[config.mk]
export PLATFORM = sky130hd
export DESIGN_NAME = eab_cordic_cell
export DESIGN_NICKNAME = d
export VERILOG_FILES = /design/src/hdl/eab_pkg.sv /design/src/hdl/eab_cordic_cell.sv
export SDC_FILE = /design/constraint.sdc
export NUM_CORES = 2
export LEC_CHECK = 0
export BUFFER_PORTS_ARGS = -buffer_cell sky130_fd_sc_hd__buf_2
export CORE_UTILIZATION = 47
export DETAILED_ROUTE_END_ITERATION = 16
export HOLD_SLACK_MARGIN = 0.08
export PLACE_DENSITY = 0.67
export SKIP_CTS_REPAIR_TIMING = 1
export SYNTH_ARGS = -nofsm -noshare
export SYNTH_HDL_FRONTEND = slang
export SYNTH_SLANG_ARGS = --single-unit
[constraint.sdc]
create_clock -name clk -period 17.3 [get_ports clk]
set_input_delay 0.865 -clock clk [delete_from_list [all_inputs] [get_ports clk]]
set_output_delay 0.865 -clock clk [all_outputs]
set_load 0.03 [all_outputs]
[src/hdl/eab_pkg.sv]
// shared types, constants and arithmetic helpers for the euler to basis block
`timescale 1ns / 1ps
package eab_pkg;

    localparam int OUT_FRAC_BITS = 14;
    localparam int SINCOS_STAGES = 16;
    localparam int NUM_STAGES    = (SINCOS_STAGES < 32) ? SINCOS_STAGES : 32;
    localparam int REDUCE_LAT    = 4;
    localparam int COMBINE_LAT   = 4;
    localparam int PIPE_LAT      = REDUCE_LAT + NUM_STAGES + COMBINE_LAT;

    localparam int OUT_SHIFT = 30 - OUT_FRAC_BITS;
    localparam logic signed [34:0] OUT_RND = (OUT_SHIFT > 0) ?
        35'sd1 <<< ((OUT_SHIFT > 0) ? (OUT_SHIFT - 1) : 0) : 35'sd0;
    localparam logic signed [34:0] OUT_LIM = 35'sd1 <<< OUT_FRAC_BITS;

    localparam logic signed [33:0] CORDIC_GAIN = 34'sd652032874;

    localparam logic [29:0] ATAN_Q30 [0:31] = '{
        30'd843314857, 30'd497837829, 30'd263043837, 30'd133525159,
        30'd67021687,  30'd33543516,  30'd16775851,  30'd8388437,
        30'd4194283,   30'd2097149,   30'd1048576,   30'd524288,
        30'd262144,    30'd131072,    30'd65536,     30'd32768,
        30'd16384,     30'd8192,      30'd4096,      30'd2048,
        30'd1024,      30'd512,       30'd256,       30'd128,
        30'd64,        30'd32,        30'd16,        30'd8,
        30'd4,         30'd2,         30'd1,         30'd0
    };

    typedef struct packed {
        logic signed [33:0] x;
        logic signed [33:0] y;
        logic signed [32:0] z;
        logic [1:0]         quad;
    } lane_t;

    typedef lane_t [2:0] cell_t;

    // q2.30 product rounded half up back to q2.30
    function automatic logic signed [31:0] mulq(input logic signed [31:0] a,
                                               input logic signed [31:0] b);
        logic signed [63:0] p;
        begin
            p = a * b + 64'sd536870912;
            return p[61:30];
        end
    endfunction

    // round to output precision, clamp to unit range, 16 bit pattern
    function automatic logic [15:0] to_out(input logic signed [33:0] v);
        logic signed [34:0] s;
        logic signed [34:0] r;
        begin
            s = 35'(v) + OUT_RND;
            r = s >>> OUT_SHIFT;
            if (r > OUT_LIM)
                r = OUT_LIM;
            if (r < -OUT_LIM)
                r = -OUT_LIM;
            return r[15:0];
        end
    endfunction

endpackage

[src/hdl/eab_cordic_cell.sv]
// one rotation-mode cordic step for the three angles
`timescale 1ns / 1ps
module eab_cordic_cell (
    input  logic            clk,
    input  logic            en,
    input  logic [4:0]      step,
    input  eab_pkg::cell_t  din,
    output eab_pkg::cell_t  dout
);

    eab_pkg::cell_t data_next;
    eab_pkg::cell_t data_reg;
    logic signed [32:0] atan_step;

    assign atan_step = 33'(eab_pkg::ATAN_Q30[step]);

    always_comb
    begin
        for (int k = 0; k < 3; k++)
        begin
            data_next[k].quad = din[k].quad;
            if (!din[k].z[32])
            begin
                data_next[k].x = din[k].x - (din[k].y >>> step);
                data_next[k].y = din[k].y + (din[k].x >>> step);
                data_next[k].z = din[k].z - atan_step;
            end
            else
            begin
                data_next[k].x = din[k].x + (din[k].y >>> step);
                data_next[k].y = din[k].y - (din[k].x >>> step);
                data_next[k].z = din[k].z + atan_step;
            end
        end
    end

    always_ff @(posedge clk)
    begin
        if (en)
            data_reg <= data_next;
    end

    assign dout = data_reg;

endmodule

==> results.sh <==
export IMPL_outcome="completed"
export IMPL_power_total_uw=4771
export IMPL_cts_buffers=38
export IMPL_routed_via_density=6.788
export IMPL_critPathLaunchType="input port"
export IMPL_crit_buf_inv=3
export IMPL_finalSetupViolCount=0
export IMPL_die_h_um=310.9
export IMPL_fin_tns_setup_ps=0
export IMPL_drc_errors=0
export IMPL_start_util_pct=47.75
export IMPL_crit_path_max_incr_delay_ps=1060
export IMPL_cpMaxStageDelayCell="o21ai_0"
export IMPL_ys_seq_area_share_pct=20.69
export IMPL_gp_congestion=1.067
export IMPL_clk_path_buf_depth=3
export IMPL_pin_count=625
export IMPL_wl_per_cell_um=29.39
export IMPL_dieArea_sq_mm=0.09664
export IMPL_path_clk_slew_ps=60
export IMPL_drt_iter0_drc=6675
export IMPL_die_w_um=310.9
export IMPL_fp_coreArea_sq_mm=0.09389
export IMPL_drt_pass1_iterations=9
export IMPL_cp_arrival_ps=9590
export IMPL_cts_sinks=309
export IMPL_leakagePower_uw=0.02057
export IMPL_slew_headroom_pct=9.169
export IMPL_synth_warnings=0
export IMPL_hold_path_class="in -> reg"
export IMPL_synth_edf_count=309
export IMPL_critical_path_top_delay_family="compound AO/OA/AOI/OAI gates"
export IMPL_place_ws_ps=7929
export IMPL_synth_seq_cells=309
export IMPL_area_growth_pct=10.86
export IMPL_synth_main_ff_cell="edfxtp_1"
export IMPL_drive_above_1_share_pct=21.65
export IMPL_max_freq_ghz=0.1089
export IMPL_worst_ir_drop_vdd_mv=0.08624
export IMPL_numPortBuffers=624
export IMPL_hold_depth=1
export IMPL_layout_nets=5971
export IMPL_syn_num_nets=5536
export IMPL_worst_pin_slew_ps=1348
export IMPL_synth_area_sq_mm=0.04484
export IMPL_grt_pass1_vias=42080
export IMPL_root_buffer="clkbuf_16"
export IMPL_syn_inst=4904
export IMPL_layout_commonest_cell="buf_2"
export IMPL_rsz0062_at_grt="false"
export IMPL_crit_fanout=110
export IMPL_cp_required_ps=17710
export IMPL_power_density_mw_per_mm2=95.98
export IMPL_grt_pass1_wl_um=282300
export IMPL_ys_types=116
export IMPL_dp_hpwl_um=150900
export IMPL_drv_slew=0
export IMPL_drv_cap=0
export IMPL_largest_reg_flops=309
export IMPL_grt_ovfl_total=0
export IMPL_grt_max_degree=145
export IMPL_endpoint_kind="flop"
export IMPL_final_cell_mix="buf_2, nor2_1, a21oi_1"
export IMPL_antenna_found_initial=25
export IMPL_min_period_ps=9185
export IMPL_finalCritPeriodShare_pct=53.09
export IMPL_cp_cell_sequence="buf_8, buf_4, buf_4, nand2b_1, o22ai_1, a222oi_1, nand2_1, nor4b_1, and3_1, and2_1, a21oi_1, xor2_1, ha_1, a21o_1, a31oi_1, nand2_1, a2111oi_0, a21oi_1, o21ai_0, o21ai_0, o2111ai_1, mux2i_1, a221oi_1"
export IMPL_min_from="din[207]"
export IMPL_grt_use_total_pct=38.73
export IMPL_vias=45030
export IMPL_cts_tree="yes"
export IMPL_ant_nets=0
export IMPL_async_flop_share_pct=0
export IMPL_final_hold_violation_count=0
export IMPL_syn_avg_cell_area_sq_um=9.143
export IMPL_min_to="dout[207]$_DFFE_PP_"
export IMPL_crit_type="in -> reg"
export IMPL_whs_ps=419.8
export IMPL_wirelength_um=195000
export IMPL_worst_slack_ps=8115
export IMPL_num_rows=112
export IMPL_num_fill_cells=8833
export IMPL_htree_levels=2
[cell type report]
| type | count | area [sq um] | area share [%] |
|---|---|---|---|
| Sequential cell | 309 | 9279 | 18.67 |
| Inverter | 112 | 425.4 | 0.8558 |
| Clock inverter | 22 | 225.2 | 0.4531 |
| Clock buffer | 45 | 998.5 | 2.009 |
| Timing Repair Buffer | 673 | 3596 | 7.234 |
| Tap cell | 1254 | 1569 | 3.157 |
| Multi-Input combinational cell | 4205 | 33580 | 67.55 |
| Antenna cell | 14 | 35.03 | 0.07048 |
[Yosys cell counts (all sizes together) (16+ instances only)]
cell type / n / area share (%)
a2111oi: 24 / 0.48
a211oi: 66 / 1.2
a21boi: 17 / 0.28
a21o: 143 / 2.4
a21oi: 397 / 4.4
a221o: 16 / 0.36
a221oi: 36 / 0.83
a22o: 18 / 0.35
a22oi: 31 / 0.52
a31oi: 81 / 1.1
and2: 48 / 0.67
and3: 46 / 0.64
buf: 168 / 2.6
clkbuf: 110 / 0.92
edfxtp: 309 / 21
ha: 307 / 8.6
inv: 112 / 0.94
mux2: 125 / 3.1
mux2i: 196 / 4.4
mux4: 226 / 12
nand2: 361 / 3.0
nand2b: 79 / 1.1
nand3: 89 / 1.0
nand4: 28 / 0.45
nor2: 433 / 3.6
nor2b: 61 / 0.85
nor3: 83 / 0.98
nor4: 26 / 0.42
o211ai: 30 / 0.50
o21a: 56 / 0.94
o21ai: 231 / 2.6
o21bai: 42 / 0.70
o221ai: 17 / 0.35
o22ai: 84 / 1.2
o31ai: 19 / 0.34
or2: 23 / 0.32
or3: 21 / 0.29
xnor2: 289 / 5.6
xor2: 211 / 4.1
[metrics by stage]
| step | instances | cell area, sq um | utilization (%) |
|---|---|---|---|
| finish | 6634 | 49710 | 52.94 |
| global route | 6628 | 49690 | 52.93 |
| CTS | 6620 | 49670 | 52.90 |
| detailed placement | 6553 | 48450 | 51.60 |
| global placement | 6553 | 48450 | 51.60 |
| floorplan | 4904 | 44840 | - |
[where the power goes]
group / total (uW) / internal (uW) / leakage, uW / switching [uW]
clock: 815 / 472 / 0.000591 / 343
combinational: 2770 / 970 / 0.0170 / 1800
sequential: 1190 / 1120 / 0.00303 / 66.9
[metal layers]
| metal | vias up | wire length (um) | track usage, % |
|---|---|---|---|
| met5 | - | 126 | 0 |
| met4 | 20 | 10290 | 17.58 |
| met3 | 581 | 25700 | 13.24 |
| met2 | 3100 | 82240 | 57.51 |
| met1 | 21560 | 76630 | 50.58 |
| li1 | 19770 | - | - |
[cell families after synthesis]
kind of cell / Yosys count / share of synthesized area (%)
mux: 547 / 19.12
buf+inv: 390 / 4.504
fa+ha+maj: 316 / 8.969
flops: 309 / 20.69
compound gates: 1477 / 22.07
xor+xnor: 501 / 9.817
simple gates: 1364 / 14.83
[worst max path at each step]
stage / start / to / slack [ps] / cells past startpoint
final: step[1] / dout[271]$_DFFE_PP_ / 8120 / 23
after floorplan: step[1] / dout[239]$_DFFE_PP_ / 9860 / 30
after global placement: step[1] / dout[271]$_DFFE_PP_ / 8110 / 23
after global routing: step[1] / dout[271]$_DFFE_PP_ / 7760 / 23
after detailed placement: step[1] / dout[271]$_DFFE_PP_ / 7930 / 23
after CTS: step[1] / dout[271]$_DFFE_PP_ / 8560 / 23
Note: power is estimated with default switching activity, not from simulation.
